--- config.mk ---
export PLATFORM = sky130hd
export DESIGN_NAME = gripper_gap_pulse_interpolator
export DESIGN_NICKNAME = d
export VERILOG_FILES = /design/src/gpi_pkg.sv /design/src/gpi_ctrl.sv /design/src/gpi_datapath.sv /design/src/gripper_gap_pulse_interpolator.sv
export SDC_FILE = /design/constraint.sdc
export NUM_CORES = 2
export LEC_CHECK = 0
export ABC_CLOCK_PERIOD_IN_PS = 10600
export BUFFER_PORTS_ARGS = -buffer_cell sky130_fd_sc_hd__buf_2
export CORE_ASPECT_RATIO = 0.5
export CORE_MARGIN = 4
export CORE_UTILIZATION = 60
export DETAILED_ROUTE_END_ITERATION = 10
export PLACE_DENSITY = 0.84
export SLEW_MARGIN = 20
export SYNTH_ARGS = -nofsm -noshare
export SYNTH_HDL_FRONTEND = slang
export SYNTH_SLANG_ARGS = --single-unit
--- constraint.sdc ---
create_clock -name clk -period 10.6 [get_ports clk]
set_input_delay 1.06 -clock clk [delete_from_list [all_inputs] [get_ports clk]]
set_output_delay 1.06 -clock clk [all_outputs]
set_load 0.005 [all_outputs]
--- src/gpi_pkg.sv ---
// ============================================================================
// gpi_pkg
// Shared constants, codes, reset table and controller/datapath interface
// types for the gripper gap / pulse interpolator.
// ============================================================================
`default_nettype none

package gpi_pkg;

    localparam int MAX_POINTS = 16;
    localparam int IDX_W      = $clog2(MAX_POINTS);
    localparam int CNT_W      = $clog2(MAX_POINTS + 1);
    localparam int VAL_W      = 12;
    localparam int CFG_W      = 5;
    localparam int RESET_POINTS = 11;
    localparam int QUOT_W     = VAL_W;
    localparam int DCNT_W     = $clog2(QUOT_W);

    // item modes
    localparam logic [1:0] MODE_LOAD = 2'd0;
    localparam logic [1:0] MODE_G2P  = 2'd1;
    localparam logic [1:0] MODE_P2G  = 2'd2;

    // result status codes
    localparam logic [1:0] STATUS_OK        = 2'd0;
    localparam logic [1:0] STATUS_EMPTY     = 2'd1;
    localparam logic [1:0] STATUS_BAD_INDEX = 2'd2;

    localparam logic [CFG_W-1:0] COUNT_RESET = 5'd11;

    // factory breakpoints, slots beyond the list are zero
    function automatic logic [VAL_W-1:0] reset_pulse(input int i);
        logic [VAL_W-1:0] v;
        case (i)
            0:       v = 12'd500;
            1:       v = 12'd700;
            2:       v = 12'd900;
            3:       v = 12'd1050;
            4:       v = 12'd1150;
            5:       v = 12'd1200;
            6:       v = 12'd1250;
            7:       v = 12'd1300;
            8:       v = 12'd1400;
            9:       v = 12'd1500;
            10:      v = 12'd1600;
            default: v = '0;
        endcase
        return v;
    endfunction

    function automatic logic [VAL_W-1:0] reset_gap(input int i);
        logic [VAL_W-1:0] v;
        case (i)
            0:       v = 12'd580;
            1:       v = 12'd560;
            2:       v = 12'd500;
            3:       v = 12'd440;
            4:       v = 12'd360;
            5:       v = 12'd290;
            6:       v = 12'd280;
            7:       v = 12'd240;
            8:       v = 12'd160;
            9:       v = 12'd60;
            default: v = '0;
        endcase
        return v;
    endfunction

    typedef struct packed {
        logic latch;
        logic write_point;
        logic scan_clear;
        logic scan_step;
        logic mul_base;
        logic mul_slope;
        logic div_load;
        logic div_step;
        logic finish;
    } ctrl_cmd_t;

    typedef struct packed {
        logic run_query;
        logic scan_last;
        logic need_interp;
        logic div_last;
    } dp_status_t;

endpackage

`default_nettype wire

--- src/gpi_ctrl.sv ---
// ============================================================================
// gpi_ctrl
// Sequencer: decode, breakpoint scan, two multiply steps, serial divide,
// result strobe.
// ============================================================================
`default_nettype none

module gpi_ctrl (
    input  wire logic              clk,
    input  wire logic              rst_n,
    input  wire logic              start,
    output logic                   busy,
    output logic                   done,
    output gpi_pkg::ctrl_cmd_t     cmd,
    input  wire gpi_pkg::dp_status_t sts
);

    typedef enum logic [3:0] {
        S_IDLE,
        S_DECODE,
        S_SCAN,
        S_CHECK,
        S_MUL_BASE,
        S_MUL_SLOPE,
        S_DIV_LOAD,
        S_DIV,
        S_FINISH
    } state_t;

    state_t state_reg, state_next;
    logic   done_reg, done_next;

    always_comb
    begin
        state_next = state_reg;
        done_next  = 1'b0;
        cmd        = '0;
        case (state_reg)
            S_IDLE:
            begin
                if (start)
                begin
                    cmd.latch  = 1'b1;
                    state_next = S_DECODE;
                end
            end
            S_DECODE:
            begin
                if (sts.run_query)
                begin
                    cmd.scan_clear = 1'b1;
                    state_next     = S_SCAN;
                end
                else
                begin
                    cmd.write_point = 1'b1;
                    state_next      = S_FINISH;
                end
            end
            S_SCAN:
            begin
                cmd.scan_step = 1'b1;
                if (sts.scan_last)
                    state_next = S_CHECK;
            end
            S_CHECK:
            begin
                state_next = sts.need_interp ? S_MUL_BASE : S_FINISH;
            end
            S_MUL_BASE:
            begin
                cmd.mul_base = 1'b1;
                state_next   = S_MUL_SLOPE;
            end
            S_MUL_SLOPE:
            begin
                cmd.mul_slope = 1'b1;
                state_next    = S_DIV_LOAD;
            end
            S_DIV_LOAD:
            begin
                cmd.div_load = 1'b1;
                state_next   = S_DIV;
            end
            S_DIV:
            begin
                cmd.div_step = 1'b1;
                if (sts.div_last)
                    state_next = S_FINISH;
            end
            S_FINISH:
            begin
                cmd.finish = 1'b1;
                done_next  = 1'b1;
                state_next = S_IDLE;
            end
            default:
            begin
                state_next = S_IDLE;
            end
        endcase
    end

    always_ff @(posedge clk or negedge rst_n)
    begin
        if (!rst_n)
        begin
            state_reg <= S_IDLE;
            done_reg  <= 1'b0;
        end
        else
        begin
            state_reg <= state_next;
            done_reg  <= done_next;
        end
    end

    assign busy = (state_reg != S_IDLE);
    assign done = done_reg;

endmodule

`default_nettype wire

--- src/gpi_datapath.sv ---
// ============================================================================
// gpi_datapath
// Breakpoint table, count register, segment scan registers, shared
// multiplier, restoring divider and result registers.
// ============================================================================
`default_nettype none

module gpi_datapath (
    input  wire logic                           clk,
    input  wire logic                           rst_n,
    input  wire gpi_pkg::ctrl_cmd_t             cmd,
    output gpi_pkg::dp_status_t                 sts,
    input  wire logic                           point_count_we,
    input  wire logic [gpi_pkg::CFG_W-1:0]      point_count,
    input  wire logic [1:0]                     mode,
    input  wire logic [3:0]                     point_index,
    input  wire logic [gpi_pkg::VAL_W-1:0]      point_pulse,
    input  wire logic [gpi_pkg::VAL_W-1:0]      point_gap,
    input  wire logic [gpi_pkg::VAL_W-1:0]      query_gap,
    input  wire logic [gpi_pkg::VAL_W-1:0]      query_pulse,
    output logic [gpi_pkg::VAL_W-1:0]           pulse_out,
    output logic [gpi_pkg::VAL_W-1:0]           gap_out,
    output logic [1:0]                          status
);

    localparam int VW = gpi_pkg::VAL_W;
    localparam int IW = gpi_pkg::IDX_W;
    localparam int CW = gpi_pkg::CNT_W;
    localparam int MP = gpi_pkg::MAX_POINTS;
    localparam int QW = gpi_pkg::QUOT_W;

    // configuration and latched word
    logic [gpi_pkg::CFG_W-1:0] point_count_reg;
    logic [1:0]                mode_reg;
    logic [3:0]                idx_reg;
    logic [VW-1:0]             lp_reg, lg_reg, q_reg;
    logic [CW-1:0]             n_reg;

    // breakpoint table
    logic [VW-1:0] tab_pulse_reg [MP];
    logic [VW-1:0] tab_gap_reg   [MP];

    // scan state
    logic [IW-1:0] scan_cnt_reg;
    logic [VW-1:0] first_p_reg, first_g_reg, last_p_reg, last_g_reg;
    logic [VW-1:0] prev_p_reg, prev_g_reg;
    logic [VW-1:0] seg_ap_reg, seg_ag_reg, seg_bp_reg, seg_bg_reg;
    logic          found_reg;

    // arithmetic state
    logic signed [27:0]         acc_reg;
    logic [12:0]                part_reg;
    logic [QW-1:0]              sh_reg;
    logic [gpi_pkg::DCNT_W-1:0] div_cnt_reg;

    logic [VW-1:0] pulse_out_reg, gap_out_reg;
    logic [1:0]    status_reg;

    logic          is_g2p, is_query, idx_ok, table_empty;
    logic [VW-1:0] cur_p, cur_g;
    logic          seg_match;
    logic          end_first, end_last, zero_width;
    logic signed [12:0] base_s, den_s, diff_s, delta_s, mul_a, mul_b;
    logic signed [25:0] prod;
    logic [24:0]   top;
    logic [13:0]   div_d, trial;
    logic          trial_ge;
    logic [VW-1:0] interp_v, first_y, last_y, seg_ay, result_v;
    logic [CW-1:0] n_next;

    assign is_g2p      = (mode_reg == gpi_pkg::MODE_G2P);
    assign is_query    = is_g2p || (mode_reg == gpi_pkg::MODE_P2G);
    assign idx_ok      = (int'(idx_reg) < MP);
    assign table_empty = (n_reg == '0);

    assign n_next = (int'(point_count_reg) > MP) ? CW'(MP) : CW'(point_count_reg);

    assign cur_p = tab_pulse_reg[scan_cnt_reg];
    assign cur_g = tab_gap_reg[scan_cnt_reg];

    // first segment that brackets the query
    assign seg_match = is_g2p ? ((q_reg <= prev_g_reg) && (q_reg >= cur_g))
                              : ((q_reg >= prev_p_reg) && (q_reg <= cur_p));

    assign end_first = (n_reg == CW'(1)) ||
                       (is_g2p ? (q_reg >= first_g_reg) : (q_reg <= first_p_reg));
    assign end_last  = is_g2p ? (q_reg <= last_g_reg) : (q_reg >= last_p_reg);
    assign zero_width = is_g2p ? (seg_ag_reg == seg_bg_reg) : (seg_ap_reg == seg_bp_reg);

    assign sts.run_query   = is_query && !table_empty;
    assign sts.scan_last   = ((CW'(scan_cnt_reg) + CW'(1)) == n_reg);
    assign sts.need_interp = !end_first && !end_last && found_reg && !zero_width;
    assign sts.div_last    = (div_cnt_reg == gpi_pkg::DCNT_W'(QW - 1));

    // interpolation operands, y = base + diff * delta / den
    always_comb
    begin
        if (is_g2p)
        begin
            base_s  = $signed({1'b0, seg_ap_reg});
            den_s   = $signed({1'b0, seg_ag_reg}) - $signed({1'b0, seg_bg_reg});
            diff_s  = $signed({1'b0, seg_ag_reg}) - $signed({1'b0, q_reg});
            delta_s = $signed({1'b0, seg_bp_reg}) - $signed({1'b0, seg_ap_reg});
        end
        else
        begin
            base_s  = $signed({1'b0, seg_ag_reg});
            den_s   = $signed({1'b0, seg_bp_reg}) - $signed({1'b0, seg_ap_reg});
            diff_s  = $signed({1'b0, q_reg}) - $signed({1'b0, seg_ap_reg});
            delta_s = $signed({1'b0, seg_bg_reg}) - $signed({1'b0, seg_ag_reg});
        end
    end

    // one shared multiplier
    assign mul_a = cmd.mul_base ? base_s : diff_s;
    assign mul_b = cmd.mul_base ? den_s : delta_s;
    assign prod  = mul_a * mul_b;

    // dividend 2*base*den + 2*num + den, floored at zero
    assign top      = acc_reg[27] ? '0 : acc_reg[24:0];
    assign div_d    = {den_s[12:0], 1'b0};
    assign trial    = {part_reg, sh_reg[QW-1]};
    assign trial_ge = (trial >= div_d);

    always_comb
    begin
        interp_v = sh_reg;
        if (is_g2p)
        begin
            if (interp_v > last_p_reg)
                interp_v = last_p_reg;
            if (interp_v < first_p_reg)
                interp_v = first_p_reg;
        end
    end

    assign first_y = is_g2p ? first_p_reg : first_g_reg;
    assign last_y  = is_g2p ? last_p_reg : last_g_reg;
    assign seg_ay  = is_g2p ? seg_ap_reg : seg_ag_reg;

    always_comb
    begin
        if (end_first)
            result_v = first_y;
        else if (end_last || !found_reg)
            result_v = last_y;
        else if (zero_width)
            result_v = seg_ay;
        else
            result_v = interp_v;
    end

    always_ff @(posedge clk or negedge rst_n)
    begin
        if (!rst_n)
        begin
            point_count_reg <= gpi_pkg::COUNT_RESET;
            for (int i = 0; i < MP; i++)
            begin
                tab_pulse_reg[i] <= gpi_pkg::reset_pulse(i);
                tab_gap_reg[i]   <= gpi_pkg::reset_gap(i);
            end
        end
        else
        begin
            if (point_count_we)
                point_count_reg <= point_count;
            if (cmd.write_point && (mode_reg == gpi_pkg::MODE_LOAD) && idx_ok)
            begin
                tab_pulse_reg[IW'(idx_reg)] <= lp_reg;
                tab_gap_reg[IW'(idx_reg)]   <= lg_reg;
            end
        end
    end

    always_ff @(posedge clk)
    begin
        if (cmd.latch)
        begin
            mode_reg <= mode;
            idx_reg  <= point_index;
            lp_reg   <= point_pulse;
            lg_reg   <= point_gap;
            q_reg    <= (mode == gpi_pkg::MODE_G2P) ? query_gap : query_pulse;
            n_reg    <= n_next;
        end

        if (cmd.scan_clear)
            scan_cnt_reg <= '0;
        if (cmd.scan_step)
        begin
            if (scan_cnt_reg == '0)
            begin
                first_p_reg <= cur_p;
                first_g_reg <= cur_g;
                found_reg   <= 1'b0;
            end
            else if (!found_reg && seg_match)
            begin
                found_reg  <= 1'b1;
                seg_ap_reg <= prev_p_reg;
                seg_ag_reg <= prev_g_reg;
                seg_bp_reg <= cur_p;
                seg_bg_reg <= cur_g;
            end
            prev_p_reg   <= cur_p;
            prev_g_reg   <= cur_g;
            last_p_reg   <= cur_p;
            last_g_reg   <= cur_g;
            scan_cnt_reg <= scan_cnt_reg + IW'(1);
        end

        if (cmd.mul_base)
            acc_reg <= $signed({prod[25], prod, 1'b0}) + $signed({{15{den_s[12]}}, den_s});
        if (cmd.mul_slope)
            acc_reg <= acc_reg + $signed({prod[25], prod, 1'b0});

        if (cmd.div_load)
        begin
            part_reg    <= top[24:12];
            sh_reg      <= top[QW-1:0];
            div_cnt_reg <= '0;
        end
        if (cmd.div_step)
        begin
            part_reg    <= trial_ge ? 13'(trial - div_d) : trial[12:0];
            sh_reg      <= {sh_reg[QW-2:0], trial_ge};
            div_cnt_reg <= div_cnt_reg + gpi_pkg::DCNT_W'(1);
        end

        if (cmd.finish)
        begin
            pulse_out_reg <= '0;
            gap_out_reg   <= '0;
            status_reg    <= gpi_pkg::STATUS_OK;
            if (mode_reg == gpi_pkg::MODE_LOAD)
            begin
                if (!idx_ok)
                    status_reg <= gpi_pkg::STATUS_BAD_INDEX;
            end
            else if (is_query)
            begin
                if (table_empty)
                    status_reg <= gpi_pkg::STATUS_EMPTY;
                else if (is_g2p)
                    pulse_out_reg <= result_v;
                else
                    gap_out_reg <= result_v;
            end
        end
    end

    assign pulse_out = pulse_out_reg;
    assign gap_out   = gap_out_reg;
    assign status    = status_reg;

endmodule

`default_nettype wire

--- src/gripper_gap_pulse_interpolator.sv ---
// ============================================================================
// gripper_gap_pulse_interpolator
// Piecewise-linear conversion between servo pulse width and gripper gap
// over a loadable breakpoint table.
// ============================================================================
// An item is taken when start is high and busy is low; its single result
// appears on pulse_out, gap_out and status for one cycle with done high, and
// the receiver cannot stall it. A load, a spare-mode item or an empty-table
// query goes from decode straight to the finish state. A query first scans
// the n breakpoints in use, one table entry a cycle; when it ends on a table
// end, a flat segment or no segment it then finishes, and when it
// interpolates one shared multiplier runs two steps and a restoring divider
// retires one quotient bit a cycle. A new item may be started in the cycle
// done is high. The user must write point_count only while busy is low;
// the block itself does not enforce this.
`default_nettype none

module gripper_gap_pulse_interpolator (
    input  wire logic                      clk,
    input  wire logic                      rst_n,
    input  wire logic                      start,
    output logic                           busy,
    input  wire logic [1:0]                mode,
    input  wire logic [3:0]                point_index,
    input  wire logic [gpi_pkg::VAL_W-1:0] point_pulse,
    input  wire logic [gpi_pkg::VAL_W-1:0] point_gap,
    input  wire logic [gpi_pkg::VAL_W-1:0] query_gap,
    input  wire logic [gpi_pkg::VAL_W-1:0] query_pulse,
    input  wire logic                      point_count_we,
    input  wire logic [gpi_pkg::CFG_W-1:0] point_count,
    output logic                           done,
    output logic [gpi_pkg::VAL_W-1:0]      pulse_out,
    output logic [gpi_pkg::VAL_W-1:0]      gap_out,
    output logic [1:0]                     status
);

    gpi_pkg::ctrl_cmd_t  cmd;
    gpi_pkg::dp_status_t sts;

    gpi_ctrl u_ctrl (
        .clk   (clk),
        .rst_n (rst_n),
        .start (start),
        .busy  (busy),
        .done  (done),
        .cmd   (cmd),
        .sts   (sts)
    );

    gpi_datapath u_datapath (
        .clk            (clk),
        .rst_n          (rst_n),
        .cmd            (cmd),
        .sts            (sts),
        .point_count_we (point_count_we),
        .point_count    (point_count),
        .mode           (mode),
        .point_index    (point_index),
        .point_pulse    (point_pulse),
        .point_gap      (point_gap),
        .query_gap      (query_gap),
        .query_pulse    (query_pulse),
        .pulse_out      (pulse_out),
        .gap_out        (gap_out),
        .status         (status)
    );

`ifndef SYNTHESIS
    // a result word always closes an item
    a_done_after_busy: assert property (@(posedge clk) disable iff (!rst_n)
        done |-> $past(busy))
        else $error("done without an item in flight");

    a_done_frees: assert property (@(posedge clk) disable iff (!rst_n)
        done |-> !busy)
        else $error("busy still high with the result word");

    a_start_busy: assert property (@(posedge clk) disable iff (!rst_n)
        (start && !busy) |=> (busy && !done))
        else $error("accepted word did not enter the sequence");

    a_empty_zero: assert property (@(posedge clk) disable iff (!rst_n)
        (done && (status == gpi_pkg::STATUS_EMPTY)) |-> ((pulse_out == '0) && (gap_out == '0)))
        else $error("empty table result carries a value");
`endif

endmodule

`default_nettype wire

* Word-level counts from Yosys, hierarchy flattened
Index checks and enable logic that the tools add are counted.
Word-level totals: flip-flop bits (word level) 625, input port bits 63, output and inout port bits 28
Operators by class: $add $sub $neg 11, $mul 1, $lt $le $gt $ge 13, eq/ne operators 19, mux-type cells 62, bitwise logic cells 5, reductions and logical operators 33
Operators by type and width (number):
- $bwmux 192 | 2
- $mux 12 | 19
- $mux 13 | 8
- $bmux 12 s4 | 2
- $sub 12x12->13 | 5
- $mux 28 | 2
- $demux 12 s4 | 1
- $ge 12x12->1 | 3
- $le 12x12->1 | 3
- $mux 4 | 9
- $pmux 4 s8 | 1
- $add 27x13->28 | 1
- $add 28x27->28 | 1
- $mul 13x13->26 | 1
- $mux 25 | 1
- $eq 12x12->1 | 2
- $eq 4x3->1 const B | 4
- $mux 1 | 16
- $ge 14x14->1 | 1
- $sub 13x13->13 | 1
- $gt 12x12->1 | 1
- $lt 12x12->1 | 1
- $ge 5x5->1 const B | 2
- $not 4->5 | 2
- other kinds (26) | 55

* Depth between registers and ports, before layout
depth after elaboration 10, depth in mapped cells 44

* By module
Synthesis repeated with hierarchy kept, for this count alone.
Unflattened totals: cell total of the unflattened synthesis 3467, area total of the unflattened synthesis 41308.4 um^2
Modules (own cells, without submodules):
- gpi_datapath | times used 1, cells an instance 3425, area each 40968.0 um^2
- gpi_ctrl | times used 1, cells an instance 42, area each 340.3 um^2

* Least setup slack after synthesis
Ideal clock, no wire load.
path type reg-to-reg, start reg u_datapath.seg_bp_reg[0], end reg u_datapath.acc_reg[27], data pin, setup time 0.261 ns, arrival 8.993 ns, data required time 10.339 ns, path slack 1.346 ns, stages on the path, launching flop included 40, clock period less this slack 9.254 ns, cell sequence edfxtp_1 inv_1 ha_1 inv_1 fa_1 a211oi_1 o21ai_1 a21o_1 a21oi_1 mux2i_1 nand2_1 o2bb2ai_1 a221oi_2 buf_2 nand2b_1 fa_1 fa_1 inv_1 [... 4 more ...] fa_1 inv_1 ha_1 o2111a_1 a221oi_1 nand2b_1 a21oi_1 xnor2_1 ha_1 and3_1 nand4_1 a2111o_1 a31oi_1 nor2_1 o21a_1 o21ai_2 xor2_1 xnor2_1
Between the ends: cells in the longest elaborated chain, start to end 7, elaborated cells between the ends (all ways) 9, classes of those cells 3 x add/sub; 1 x mul; 5 x mux
RTL lines:
- start: declaration | RTL line gpi_datapath.sv:47 | logic [VW-1:0] seg_ap_reg, seg_ag_reg, seg_bp_reg, seg_bg_reg;
- start signal: assignment | RTL line gpi_datapath.sv:203 | seg_bp_reg <= cur_p;
- $sub 12x12->13 (*) | RTL line gpi_datapath.sv:103, gpi_datapath.sv:108
- $mux 13 | RTL line gpi_datapath.sv:98 | if (is_g2p)
- $mux 13 | RTL line gpi_datapath.sv:116 | assign mul_b = cmd.mul_base ? den_s : delta_s;
- $mul 13x13->26 | RTL line gpi_datapath.sv:117 | assign prod = mul_a * mul_b;
- $add 27x13->28 | RTL line gpi_datapath.sv:214 | acc_reg <= $signed({prod[25], prod, 1'b0}) + $signed({{15{den_s[12]}}, den_s});
- $mux 28 | RTL line gpi_datapath.sv:213 | if (cmd.mul_base)
- $mux 28 (*) | RTL line gpi_datapath.sv:215 | if (cmd.mul_slope)
- end signal: assignment | RTL line gpi_datapath.sv:214
- end signal: assignment | RTL line gpi_datapath.sv:216 | acc_reg <= acc_reg + $signed({prod[25], prod, 1'b0});
- end: declaration | RTL line gpi_datapath.sv:51 | logic signed [27:0] acc_reg;
Every way passes the cells marked *; elsewhere a longest branch is shown, timed or not. The select of a mux whose other input is x is not followed. A chain may end at the register's enable or synchronous reset.

* Final worst setup path
Ends and elaborated chain as after synthesis.

==> results by group <==
Critical path
  • Crit-path max cell delay: 550 ps
  • Max Fanout on Critical Path: 6
  • CP most frequent cell: fa_1
  • Startpoint Class: register
  • Critical path class: reg -> reg
  • Critical path arrival: 10,440 ps
  • Flop-to-flop setup slack: 560 ps
  • Worst Path Required: 10,990 ps
  • CP bufs+invs: 5
  • Endpoint type of the worst setup path: register
  • Crit path max-delay family: adder cells
  • Crit path max-delay cell type: fa_1

Timing
  • Count of final max-slew check failures: 0
  • RSZ-0062 raised after global routing: false
  • Fin. Hold Viols: 0
  • Slew margin rel.: 24.87%
  • Worst Skew: 58.37 ps
  • Minimum clock period after layout: 10,040 ps
  • Slew of the pin with the lowest slew margin: 1126 ps
  • Fin Setup TNS: 0 ps
  • Fmax: 99.55 MHz
  • # setup viols final: 0
  • Tcrit/Tclk final: 94.76%

Global route
  • All-Layer GR Usage: 28.74%
  • Initial antenna violation count: 1
  • Gr ovfl total: 0
  • Number of global-route vias before repair: 29,440
  • First-pass GRT wire length: 167,500 microns
  • Largest net degree at the start of global routing: 199

Placement
  • Buffers on Ports: 89
  • Hpwl dp: 75,520 microns
  • RePlAce Congestion: 0.9705

Flow run
  • Max-cap violation count: 0

CTS
  • H-tree depth: 2
  • TritonCTS clock tree: done
  • Post_cts resized: 0
  • Clk_lat worst skew: 660 ps
  • CTS Buffer Depth: 3
  • TritonCTS buffer count: 54
  • Post-CTS Setup Inserts: 0
  • Clk root buf: clkbuf_16
  • CTS clock-pin slew for the worst setup and hold paths: 70 ps
  • Clock sinks: 624
  • # hold bufs at CTS: 0

Synth
  • Library cells used by synthesis: 97
  • Synth Instances: 3,536
  • Synth async-reset ratio: 63.14%
  • Post-synth EDFFs: 230
  • Mapped Area: 41,670 sq um
  • Sequential area share after synthesis: 40.52%
  • Synth Flop Type: dfrtp_1
  • Syn. warnings: 0
  • Yosys reg bits: 624
  • Average size of a mapped cell: 11.78 sq um
  • Syn nets: 4,035

Drt
  • Wire per inst: 23.69 microns
  • Final wirelength: 106,800 microns
  • DRT iter0 DRCs: 2,541
  • Remaining DRCs: 0
  • DRT antenna net count: 0
  • Via density: 6.372
  • Drt pass-1 iters: 6
  • Via count: 28,730

Finish
  • N_diodes: 0
  • Fill cell count: 4,837
  • Synth-to-layout area growth: 7.729%
  • Layout cells sized above 1: 25.69%
  • Nets: 4,065

Floorplanning
  • Cell row count: 67
  • Core area: 67,820 sq um
  • I/O pin total: 91
  • Die height: 194.3 microns
  • Die Width: 380.7 microns
  • Die footprint: 73,980 sq um
  • Initial Util: 61.44%

Run status
  • Status: finished, final reports clean

Worst hold path
  • HP Class: in -> async
==> area by class of cell <==
| cell class | count | area (sq um) | area share (%) |
|---|---|---|---|
| inverter | 327 | 1227 | 2.734 |
| clock buffer | 64 | 1493 | 3.325 |
| clock inverter | 38 | 320.3 | 0.7135 |
| tap | 897 | 1122 | 2.500 |
| sequential | 624 | 16890 | 37.62 |
| multi-input combinational | 2407 | 22840 | 50.88 |
| timing repair buffer | 152 | 1002 | 2.233 |
==> cell usage after synthesis, drive strengths merged, types with 65 or more instances <==
cell / n / area, sq um
a21oi: 150 / 762.0
buf: 76 / 387.9
clkbuf: 102 / 382.9
dfrtp: 298 / 7457
dfstp: 96 / 2522
edfxtp: 230 / 6907
fa: 170 / 3403
ha: 266 / 3328
inv: 326 / 1224
mux2: 413 / 4651
mux4: 120 / 2703
nand2: 227 / 869.6
nor2: 160 / 608.1
nor2b: 65 / 406.6
o21ai: 141 / 713.2
xnor2: 74 / 648.1
==> layout by cell type, fill, tap and decap left out, types with 11 or more instances in the layout <==
| cell | instances |
|---|---|
| o21ai_0 | 124 |
| nand2_1 | 220 |
| a211oi_1 | 24 |
| xor2_1 | 29 |
| nor3_1 | 39 |
| mux2i_1 | 52 |
| nor2b_1 | 64 |
| dfrtp_1 | 298 |
| and2_1 | 43 |
| o21ai_1 | 15 |
| a31oi_1 | 14 |
| nor2_1 | 156 |
| o21a_1 | 41 |
| a21o_1 | 43 |
| nand3b_1 | 30 |
| dfstp_2 | 96 |
| inv_1 | 325 |
| and3_1 | 13 |
| mux4_2 | 120 |
| clkinv_1 | 13 |
| mux2_2 | 412 |
| xnor2_1 | 74 |
| edfxtp_1 | 230 |
| o211ai_1 | 18 |
| nand3_1 | 45 |
| buf_2 | 88 |
| nand4_1 | 24 |
| clkinv_2 | 11 |
| a21oi_1 | 147 |
| or3_1 | 12 |
| nand2b_1 | 30 |
| fa_1 | 170 |
| clkbuf_16 | 57 |
| buf_4 | 57 |
| ha_1 | 265 |
==> cell families (layout without fill, tap and decap cells) <==
family	count (synthesis)	in the layout	synth area share [%]
AOI/OAI and AO/OA	545	545	8.516
xor gates and xnor gates	103	103	2.165
adders and majority gates	436	436	16.15
buffers and inverters	505	581	4.795
DFF	624	624	40.52
muxes	585	585	18.90
other	1	1	0.009000
and+or+nand+nor	737	737	8.939
==> metal layers <==
layer | vias to the layer above | track usage (%) | wire length (microns)
met5 | - | 0 | 0
met2 | 1251 | 47.00 | 50270
li1 | 12670 | - | -
met3 | 276 | 4.285 | 8343
met4 | 0 | 11.63 | 4704
met1 | 14530 | 39.09 | 43480
==> per-stage QoR <==
step                cells  hold slack [ps]  setup slack (ps)  util [%]  instance area (sq um)
floorplan            3536            449.2              1346         -                  41670
finish               4509            438.4             555.1     66.19                  44890
global route         4509            482.0             14.63     66.19                  44890
CTS                  4508            451.5             637.4     66.14                  44860
global placement     4406            462.6             875.7     63.46                  43040
detailed placement   4406            473.6             668.4     63.47                  43050
==> worst paths after layout <==
check	from	end	depth (start not counted)
max	u_datapath.seg_bp_reg[0]	u_datapath.acc_reg[27]	37
min in group clk	u_datapath.last_g_reg[4]	u_datapath.seg_ag_reg[4]	0
max in group asynchronous	rst_n	u_datapath.tab_pulse_reg[47]	4
max reg2reg	u_datapath.seg_bp_reg[0]	u_datapath.acc_reg[27]	37
min	rst_n	u_datapath.tab_gap_reg[86]	1
min reg2reg	u_datapath.last_g_reg[4]	u_datapath.seg_ag_reg[4]	0
Power is left out: the tool's default activity adds up to more than one toggle a clock period on the data nets, which glitch-free logic cannot reach.
